`src/hdl/mbp_pkg.sv`:
```
// Package for the MIDI byte stream parser: widths, status bytes and event kind codes.
`default_nettype none

package mbp_pkg;

  localparam int unsigned BYTE_W = 8;
  localparam int unsigned DATA_W = 7;
  localparam int unsigned KIND_W = 4;
  localparam int unsigned WIDE_W = 14;
  localparam int unsigned CH_W   = 5;

  // Event kinds on the result channel
  localparam logic [KIND_W-1:0] KIND_NOTE_ON  = 4'd0;
  localparam logic [KIND_W-1:0] KIND_NOTE_OFF = 4'd1;
  localparam logic [KIND_W-1:0] KIND_CONTROL  = 4'd2;
  localparam logic [KIND_W-1:0] KIND_PROGRAM  = 4'd3;
  localparam logic [KIND_W-1:0] KIND_BEND     = 4'd4;
  localparam logic [KIND_W-1:0] KIND_SONG_POS = 4'd5;
  localparam logic [KIND_W-1:0] KIND_CLOCK    = 4'd6;
  localparam logic [KIND_W-1:0] KIND_START    = 4'd7;
  localparam logic [KIND_W-1:0] KIND_CONTINUE = 4'd8;
  localparam logic [KIND_W-1:0] KIND_STOP     = 4'd9;

  // Channel message classes (status with channel nibble cleared)
  localparam logic [BYTE_W-1:0] ST_NOTE_OFF  = 8'h80;
  localparam logic [BYTE_W-1:0] ST_NOTE_ON   = 8'h90;
  localparam logic [BYTE_W-1:0] ST_CONTROL   = 8'hB0;
  localparam logic [BYTE_W-1:0] ST_PROGRAM   = 8'hC0;
  localparam logic [BYTE_W-1:0] ST_PRESSURE  = 8'hD0;
  localparam logic [BYTE_W-1:0] ST_BEND      = 8'hE0;
  localparam logic [BYTE_W-1:0] ST_CLASS_MSK = 8'hF0;

  // System common and realtime statuses
  localparam logic [BYTE_W-1:0] ST_SYSEX     = 8'hF0;
  localparam logic [BYTE_W-1:0] ST_MTC       = 8'hF1;
  localparam logic [BYTE_W-1:0] ST_SONG_POS  = 8'hF2;
  localparam logic [BYTE_W-1:0] ST_SONG_SEL  = 8'hF3;
  localparam logic [BYTE_W-1:0] ST_CLOCK     = 8'hF8;
  localparam logic [BYTE_W-1:0] ST_START     = 8'hFA;
  localparam logic [BYTE_W-1:0] ST_CONTINUE  = 8'hFB;
  localparam logic [BYTE_W-1:0] ST_STOP      = 8'hFC;

  localparam logic [CH_W-1:0]   CH_UNSET     = 5'd16;

endpackage

`default_nettype wire

```
`src/hdl/mbp_if.sv`:
```
// Valid/ready channel interfaces for the MIDI byte stream parser.
`default_nettype none

interface mbp_in_if;
  import mbp_pkg::*;
  logic              valid;
  logic              ready;
  logic [BYTE_W-1:0] rx_byte;

  modport source (output valid, output rx_byte, input ready);
  modport sink   (input valid, input rx_byte, output ready);
endinterface

interface mbp_out_if;
  import mbp_pkg::*;
  logic              valid;
  logic              ready;
  logic [KIND_W-1:0] event_kind;
  logic [DATA_W-1:0] key_or_number;
  logic [DATA_W-1:0] value_seven;
  logic [WIDE_W-1:0] value_fourteen;

  modport source (output valid, output event_kind, output key_or_number,
                  output value_seven, output value_fourteen, input ready);
  modport sink   (input valid, input event_kind, input key_or_number,
                  input value_seven, input value_fourteen, output ready);
endinterface

`default_nettype wire

```
`src/hdl/midi_byte_stream_parser.sv`:
```
// Top level of the MIDI byte stream parser with running status.
`default_nettype none

// MIDI byte stream parser. Bytes enter on in_ch, one per transaction, and
// completed messages leave on out_ch as one event each. The parser keeps the
// running status, up to two data bytes and a listening channel learned from
// the first channel status in effect. Note on/off, control change, program
// change, pitch bend and song position give events once their data bytes are
// in; clock, start, continue and stop give an event at once and touch no
// state. Other channels, aftertouch, pressure, time code, song select and
// sysex data are consumed silently. Rate: one byte per clock cycle sustained
// while out_ch.ready lets events drain; a byte waits in the input register, and
// its event is loaded into the output register once that is free or draining.
// The input register is the only place a byte waits, so in_ch.ready stays high
// while the input register is empty or its byte can move on, and drops only when
// both the input and output registers are full and out_ch.ready is low.

module midi_byte_stream_parser (
  input  logic clk,
  input  logic rst_n,
  mbp_in_if.sink    in_ch,
  mbp_out_if.source out_ch
);
  import mbp_pkg::*;

  // Input stage
  logic              in_valid_r, in_valid_nxt;
  logic [BYTE_W-1:0] in_byte_r;
  logic              in_take;
  logic              advance;

  // Parser state
  logic [BYTE_W-1:0] rs_r, rs_nxt;
  logic [1:0]        cnt_r, cnt_nxt;
  logic [DATA_W-1:0] arg0_r, arg0_nxt;
  logic [DATA_W-1:0] arg1_r, arg1_nxt;
  logic [CH_W-1:0]   ch_r, ch_nxt;

  // Event decode
  logic              ev_hit;
  logic [KIND_W-1:0] ev_kind;
  logic [DATA_W-1:0] ev_num;
  logic [DATA_W-1:0] ev_v7;
  logic [WIDE_W-1:0] ev_v14;
  logic [BYTE_W-1:0] cls;
  logic              need_one;
  logic              mine;

  // Output stage
  logic              out_valid_r, out_valid_nxt;
  logic [KIND_W-1:0] out_kind_r;
  logic [DATA_W-1:0] out_num_r;
  logic [DATA_W-1:0] out_v7_r;
  logic [WIDE_W-1:0] out_v14_r;

  // Move the held byte on whenever the output register is free or draining.
  assign advance      = in_valid_r && (!out_valid_r || out_ch.ready);
  assign in_ch.ready  = !in_valid_r || advance;
  assign in_take      = in_ch.valid && in_ch.ready;
  assign in_valid_nxt = in_take ? 1'b1 : (advance ? 1'b0 : in_valid_r);

  always_comb begin
    rs_nxt   = rs_r;
    cnt_nxt  = cnt_r;
    arg0_nxt = arg0_r;
    arg1_nxt = arg1_r;
    ch_nxt   = ch_r;
    ev_hit   = 1'b0;
    ev_kind  = KIND_NOTE_ON;
    ev_num   = '0;
    ev_v7    = '0;
    ev_v14   = '0;
    cls      = '0;
    need_one = 1'b0;
    mine     = 1'b0;

    if (in_byte_r >= ST_CLOCK) begin
      // Realtime: report the listed ones, leave all state alone.
      unique case (in_byte_r)
        ST_CLOCK: begin
          ev_hit  = 1'b1;
          ev_kind = KIND_CLOCK;
        end
        ST_START: begin
          ev_hit  = 1'b1;
          ev_kind = KIND_START;
        end
        ST_CONTINUE: begin
          ev_hit  = 1'b1;
          ev_kind = KIND_CONTINUE;
        end
        ST_STOP: begin
          ev_hit  = 1'b1;
          ev_kind = KIND_STOP;
        end
        default: ;
      endcase
    end else begin
      // Take a new status, or collect a data byte; drop surplus data.
      if (in_byte_r[BYTE_W-1]) begin
        rs_nxt  = in_byte_r;
        cnt_nxt = 2'd0;
      end else if (cnt_r != 2'd2) begin
        if (cnt_r == 2'd0) begin
          arg0_nxt = in_byte_r[DATA_W-1:0];
        end else begin
          arg1_nxt = in_byte_r[DATA_W-1:0];
        end
        cnt_nxt = cnt_r + 2'd1;
      end

      if (rs_nxt >= ST_SYSEX) begin
        unique case (rs_nxt) inside
          ST_SYSEX: cnt_nxt = 2'd1;
          ST_SONG_POS: begin
            if (cnt_nxt == 2'd2) begin
              cnt_nxt = 2'd0;
              ev_hit  = 1'b1;
              ev_kind = KIND_SONG_POS;
              ev_v14  = {arg1_nxt, arg0_nxt};
            end
          end
          ST_MTC, ST_SONG_SEL: begin
            if (cnt_nxt != 2'd0) cnt_nxt = 2'd0;
          end
          default: cnt_nxt = 2'd0;
        endcase
      end else begin
        // Learn the channel from the first channel status in effect.
        if (ch_r == CH_UNSET) ch_nxt = {1'b0, rs_nxt[3:0]};
        mine     = ({1'b0, rs_nxt[3:0]} == ch_nxt);
        cls      = rs_nxt & ST_CLASS_MSK;
        need_one = (cls == ST_PROGRAM) || (cls == ST_PRESSURE);
        if (cnt_nxt == 2'd2 || (need_one && cnt_nxt == 2'd1)) begin
          cnt_nxt = 2'd0;
          if (mine) begin
            case (cls)
              ST_NOTE_ON: begin
                ev_hit = 1'b1;
                ev_num = arg0_nxt;
                if (arg1_nxt != '0) begin
                  ev_kind = KIND_NOTE_ON;
                  ev_v7   = arg1_nxt;
                end else begin
                  ev_kind = KIND_NOTE_OFF;
                end
              end
              ST_NOTE_OFF: begin
                ev_hit  = 1'b1;
                ev_kind = KIND_NOTE_OFF;
                ev_num  = arg0_nxt;
              end
              ST_CONTROL: begin
                ev_hit  = 1'b1;
                ev_kind = KIND_CONTROL;
                ev_num  = arg0_nxt;
                ev_v7   = arg1_nxt;
              end
              ST_BEND: begin
                ev_hit  = 1'b1;
                ev_kind = KIND_BEND;
                ev_v14  = {arg1_nxt, arg0_nxt};
              end
              ST_PROGRAM: begin
                ev_hit  = 1'b1;
                ev_kind = KIND_PROGRAM;
                ev_num  = arg0_nxt;
              end
              default: ;
            endcase
          end
        end
      end
    end
  end

  // Clear the output on a drained transaction; load it when an event is made.
  always_comb begin
    out_valid_nxt = out_valid_r;
    if (out_valid_r && out_ch.ready) out_valid_nxt = 1'b0;
    if (advance && ev_hit) out_valid_nxt = 1'b1;
  end

  always_ff @(posedge clk) begin
    if (!rst_n) begin
      in_valid_r  <= 1'b0;
      out_valid_r <= 1'b0;
      rs_r        <= ST_NOTE_ON;
      cnt_r       <= 2'd0;
      ch_r        <= CH_UNSET;
    end else begin
      in_valid_r  <= in_valid_nxt;
      out_valid_r <= out_valid_nxt;
      if (advance) begin
        rs_r  <= rs_nxt;
        cnt_r <= cnt_nxt;
        ch_r  <= ch_nxt;
      end
    end
  end

  // Payload registers hold without reset.
  always_ff @(posedge clk) begin
    if (in_take) in_byte_r <= in_ch.rx_byte;
    if (advance) begin
      arg0_r <= arg0_nxt;
      arg1_r <= arg1_nxt;
    end
    if (advance && ev_hit) begin
      out_kind_r <= ev_kind;
      out_num_r  <= ev_num;
      out_v7_r   <= ev_v7;
      out_v14_r  <= ev_v14;
    end
  end

  assign out_ch.valid          = out_valid_r;
  assign out_ch.event_kind     = out_kind_r;
  assign out_ch.key_or_number  = out_num_r;
  assign out_ch.value_seven    = out_v7_r;
  assign out_ch.value_fourteen = out_v14_r;

  // The data byte count never passes two.
  a_cnt_range: assert property (@(posedge clk) disable iff (!rst_n)
    cnt_r != 2'd3)
    else $error("data byte count out of range");

  // Realtime bytes leave the parser state untouched.
  a_rt_stable: assert property (@(posedge clk) disable iff (!rst_n)
    (advance && in_byte_r >= ST_CLOCK) |=> ($stable(rs_r) && $stable(cnt_r) && $stable(ch_r)))
    else $error("realtime byte changed parser state");

  // Once learned, the channel never changes.
  a_ch_sticky: assert property (@(posedge clk) disable iff (!rst_n)
    (ch_r != CH_UNSET) |=> $stable(ch_r))
    else $error("learned channel changed");

  // A new event only appears after a byte left the input register.
  a_ev_src: assert property (@(posedge clk) disable iff (!rst_n)
    $rose(out_valid_r) |-> $past(advance))
    else $error("event appeared without a processed byte");

endmodule

`default_nettype wire
```
`src/flat_wrapper.sv`:
```
// flat-port wrapper written by rule: the top's interface ports become plain ports
module midi_byte_stream_parser_flat import mbp_pkg::*;
  (clk, rst_n, in_ch_valid, in_ch_rx_byte, in_ch_ready, out_ch_valid, out_ch_event_kind, out_ch_key_or_number, out_ch_value_seven, out_ch_value_fourteen, out_ch_ready);
  mbp_in_if in_ch_i ();
  mbp_out_if out_ch_i ();
  input  logic clk;
  input  logic rst_n;
  input wire logic [$bits(in_ch_i.valid)-1:0] in_ch_valid;
  input wire logic [$bits(in_ch_i.rx_byte)-1:0] in_ch_rx_byte;
  output wire logic [$bits(in_ch_i.ready)-1:0] in_ch_ready;
  output wire logic [$bits(out_ch_i.valid)-1:0] out_ch_valid;
  output wire logic [$bits(out_ch_i.event_kind)-1:0] out_ch_event_kind;
  output wire logic [$bits(out_ch_i.key_or_number)-1:0] out_ch_key_or_number;
  output wire logic [$bits(out_ch_i.value_seven)-1:0] out_ch_value_seven;
  output wire logic [$bits(out_ch_i.value_fourteen)-1:0] out_ch_value_fourteen;
  input wire logic [$bits(out_ch_i.ready)-1:0] out_ch_ready;
  assign in_ch_i.valid = in_ch_valid;
  assign in_ch_i.rx_byte = in_ch_rx_byte;
  assign in_ch_ready = in_ch_i.ready;
  assign out_ch_valid = out_ch_i.valid;
  assign out_ch_event_kind = out_ch_i.event_kind;
  assign out_ch_key_or_number = out_ch_i.key_or_number;
  assign out_ch_value_seven = out_ch_i.value_seven;
  assign out_ch_value_fourteen = out_ch_i.value_fourteen;
  assign out_ch_i.ready = out_ch_ready;
  midi_byte_stream_parser u_core (.clk(clk), .rst_n(rst_n), .in_ch(in_ch_i), .out_ch(out_ch_i));
endmodule
```
`config.mk`:
```
export PLATFORM = sky130hd
export DESIGN_NAME = midi_byte_stream_parser_flat
export DESIGN_NICKNAME = d
export VERILOG_FILES = /design/src/hdl/mbp_pkg.sv /design/src/hdl/mbp_if.sv /design/src/hdl/midi_byte_stream_parser.sv /design/src/flat_wrapper.sv
export SDC_FILE = /design/constraint.sdc
export NUM_CORES = 1
export LEC_CHECK = 0
export ABC_AREA = 1
export BUFFER_PORTS_ARGS = -buffer_cell sky130_fd_sc_hd__buf_2
export CORE_ASPECT_RATIO = 1.2
export CORE_UTILIZATION = 56
export CTS_CLUSTER_SIZE = 10
export DETAILED_ROUTE_END_ITERATION = 12
export PLACE_DENSITY = 0.77
export SLEW_MARGIN = 20
export SYNTH_ARGS = -nofsm -noshare
export SYNTH_HDL_FRONTEND = slang
export SYNTH_SLANG_ARGS = --single-unit
export TNS_END_PERCENT = 50
```
`constraint.sdc`:
```
create_clock -name clk -period 3.18 [get_ports clk]
set_input_delay 0.159 -clock clk [delete_from_list [all_inputs] [get_ports clk]]
set_output_delay 0.159 -clock clk [all_outputs]
set_load 0.05 [all_outputs]
```
==> results.json <==
{
  "hpwl_mm": 4.29,
  "cts_tree": "built",
  "irDropWorstVdd_v": 0.000423,
  "multi_input_area_um2": 958,
  "max_slew_margin": 0.480,
  "yosysMostFrequentCell": "nand2_1",
  "yosys.area.top_type": "edfxtp_1",
  "rsz0062_at_grt": "no",
  "die-area_um2": 5990,
  "ff_latch_area_um2": 1960,
  "max_freq_mhz": 417,
  "yosys-top-cells-area": "edfxtp_1, dfxtp_1, nand2_1, inv_1, nor2_1",
  "crit_path_start_kind": "flip-flop",
  "slew_viol_final": 0,
  "grt_max_degree": 33,
  "num_antenna_cells": 0,
  "die_w_um": 70.8,
  "finClkSkew_ps": 7.07,
  "first_iter_violations": 174,
  "wl_per_cell_um": 12.9,
  "finalCritPeriodShare": 0.754,
  "drv_cap": 0,
  "ios": 46,
  "vias": 2403,
  "min_from": "rst_n",
  "seq_area_frac_synth": 0.617,
  "power_density_nw_per_um2": 543,
  "place.gp.congestion": 0.921,
  "clk_latency_ps": 350,
  "ys_warn_count": 0,
  "via_per_inst": 5.16,
  "min_path_cells": 2,
  "grt_pass1_vias": 2266,
  "std_cell_rows": 29,
  "synth_seq_cells": 71,
  "crit_required_ps": 3190,
  "criticalPathCategory": "reg2reg",
  "synthesis.area_um2": 3180,
  "holdPathEnd": "u_core.ch_r[4]",
  "numCtsBuffers": 9,
  "core_um2": 5370,
  "ys_async_sr_fraction": 0,
  "grt_pass1_wl_mm": 9.96,
  "placed_area_um2": 3460,
  "reg2regPathDepth": 12,
  "ctsLongestPathBuffers": 2,
  "syn-mean-instance-area_um2": 9.41,
  "synth_nets": 353,
  "finalNetCount": 414,
  "root_buffer": "clkbuf_8",
  "tightest_slew_ps": 777,
  "finalSetupTns_ps": 0,
  "cp-end-kind": "flip-flop",
  "clkTransAtPathRegs_ps": 60,
  "synth_top_area_frac": 0.510,
  "fill_cells": 423,
  "portBuffers": 45,
  "htree_levels": 3,
  "drc": 0,
  "crit_fanout": 32,
  "r2r_setup_slack_ps": 780,
  "min_period_ps": 2400,
  "post-cts-setup-buffers": 0,
  "synth.distinct_cells": 25,
  "outcome": "finished, final reports clean",
  "r2r_end": "u_core.out_ch.key_or_number[2]",
  "cp.arrival_ps": 2400,
  "finalHoldViolCount": 0,
  "start_util": 0.592,
  "clock_sinks": 71,
  "drive_above_1_share": 0.176,
  "synth-edff-count": 54,
  "ant_nets": 0,
  "final_cell_area_um2": 3730,
  "ys_top_cells_by_count": "nand2_1, inv_1, edfxtp_1",
  "syn-instance-count": 338,
  "drtPass1Iterations": 7,
  "r2r-start": "u_core.in_byte_r[7]",
  "min_path_type": "in2reg",
  "synthToLayoutAreaGrowth_pct": 17.4,
  "die_y_um": 84.6,
  "yosys_most_used_dff": "edfxtp_1",
  "antenna_found_initial": 0,
  "drt-total-wl_mm": 6.02,
  "grt_overflow_total": 0,
  "p_leak_nw": 1.60,
  "setup_viol": 0,
  "gr-usage-all-layers": 0.222
}
==> kinds of logic after synthesis <==
family                   synth area share
buffers and inverters              0.0818
AO/OA/AOI/OAI                      0.0846
flip-flops                          0.617
adder cells (fa/ha/maj)            0.0118
AND/OR/NAND/NOR                     0.205
==> layer usage <==
| metal | track usage | vias up | share of wire |
|---|---|---|---|
| li1 | - | 1220 | - |
| met1 | 0.258 | 1082 | 0.41 |
| met2 | 0.361 | 81 | 0.51 |
| met3 | 0.0648 | 20 | 0.051 |
| met4 | 0.140 | 0 | 0.036 |
| met5 | 0 | - | 0 |
==> cells in the final DEF (no fill, tap or decap), types with 2 or more instances in the layout <==
cell | synthesis | final
nand4_1 | 6 | 6
a21oi_1 | 12 | 12
clkbuf_1 | 2 | 3
nand2_2 | 3 | 3
nand3_2 | 2 | 2
buf_2 | 1 | 45
dfxtp_1 | 17 | 17
a31oi_1 | 4 | 4
inv_1 | 59 | 59
o21ai_0 | 20 | 20
nand3_1 | 14 | 14
ha_1 | 3 | 3
buf_4 | 0 | 2
dlygate4sd3_1 | 0 | 8
nor2_1 | 53 | 53
o21a_1 | 3 | 3
nand2_1 | 74 | 74
edfxtp_1 | 54 | 54
nor2_2 | 2 | 2
clkbuf_8 | 0 | 10
==> registers in the layout, indices dropped and copies added, names as in the netlist, 2 cells and up <==
name,flops
u_core.arg0_r,7
u_core.arg1_r,7
u_core.ch_r,5
u_core.cnt_r,2
u_core.in_byte_r,8
u_core.out_ch.event_kind,4
u_core.out_ch.key_or_number,7
u_core.out_ch.value_fourteen,14
u_core.out_ch.value_seven,7
u_core.rs_r,8
==> cell type report <==
| cell class | count | share of cell area |
|---|---|---|
| inverters | 60 | 0.0603 |
| well taps | 62 | 0.0208 |
| multi-input cells | 202 | 0.257 |
| clock buffers | 13 | 0.0399 |
| repair buffers | 55 | 0.0858 |
| clock inverters | 3 | 0.0114 |
| flip-flops and latches | 71 | 0.525 |
==> per-stage QoR <==
| stage | total power (W) | worst slack [ps] | instances | hold slack (ps) | util |
|---|---|---|---|---|---|
| 2_1_floorplan | 0.00128 | 865 | 338 | 243 | - |
| 3_3_place_gp | 0.00134 | 892 | 442 | 335 | 0.645 |
| 3_5_place_dp | 0.00135 | 821 | 442 | 337 | 0.645 |
| 4_1_cts | 0.00204 | 802 | 466 | 76.6 | 0.695 |
| 5_1_grt | 0.00212 | 529 | 466 | 76.2 | 0.695 |
| 6_report | 0.00203 | 783 | 466 | 96.1 | 0.695 |
==> report_power, final <==
group          switching [W]  internal (W)  total (W)
Sequential         0.0000276       0.00104    0.00107
Clock               0.000307      0.000383   0.000690
Combinational       0.000193     0.0000748   0.000268
Total               0.000528       0.00150    0.00203
==> how the worst max path moves through the flow <==
stage                                            end                 from  slack (ps)
detailed placement    u_core.out_ch.key_or_number[2]  u_core.in_byte_r[7]         820
floorplan                u_core.out_ch.event_kind[0]      u_core.cnt_r[0]         860
global placement      u_core.out_ch.key_or_number[2]  u_core.in_byte_r[7]         890
global route        u_core.out_ch.value_fourteen[10]  u_core.in_byte_r[7]         530
finish                u_core.out_ch.key_or_number[2]  u_core.in_byte_r[7]         780
CTS                   u_core.out_ch.key_or_number[2]  u_core.in_byte_r[7]         800
==> worst max-delay path: stages (launching register included) <==
cell and delay [ps]:
edfxtp_1 550, inv_2 200, nand2_1 100, nand2_2 120
nand2_1 80, nor2_2 190, nand4_1 150, nand2_1 90
inv_1 50, nand2_1 80, nand2_1 60, inv_1 50
buf_4 330
==> what timing repair did <==
item | 4_1_cts | 5_1_grt
endpoints found under the hold margin | 8 | 0
hold buffers | 8 | 0
gates resized for setup | 0 | 0
endpoints found under the setup margin | 0 | 0
Power figures use the tool's default switching activity.
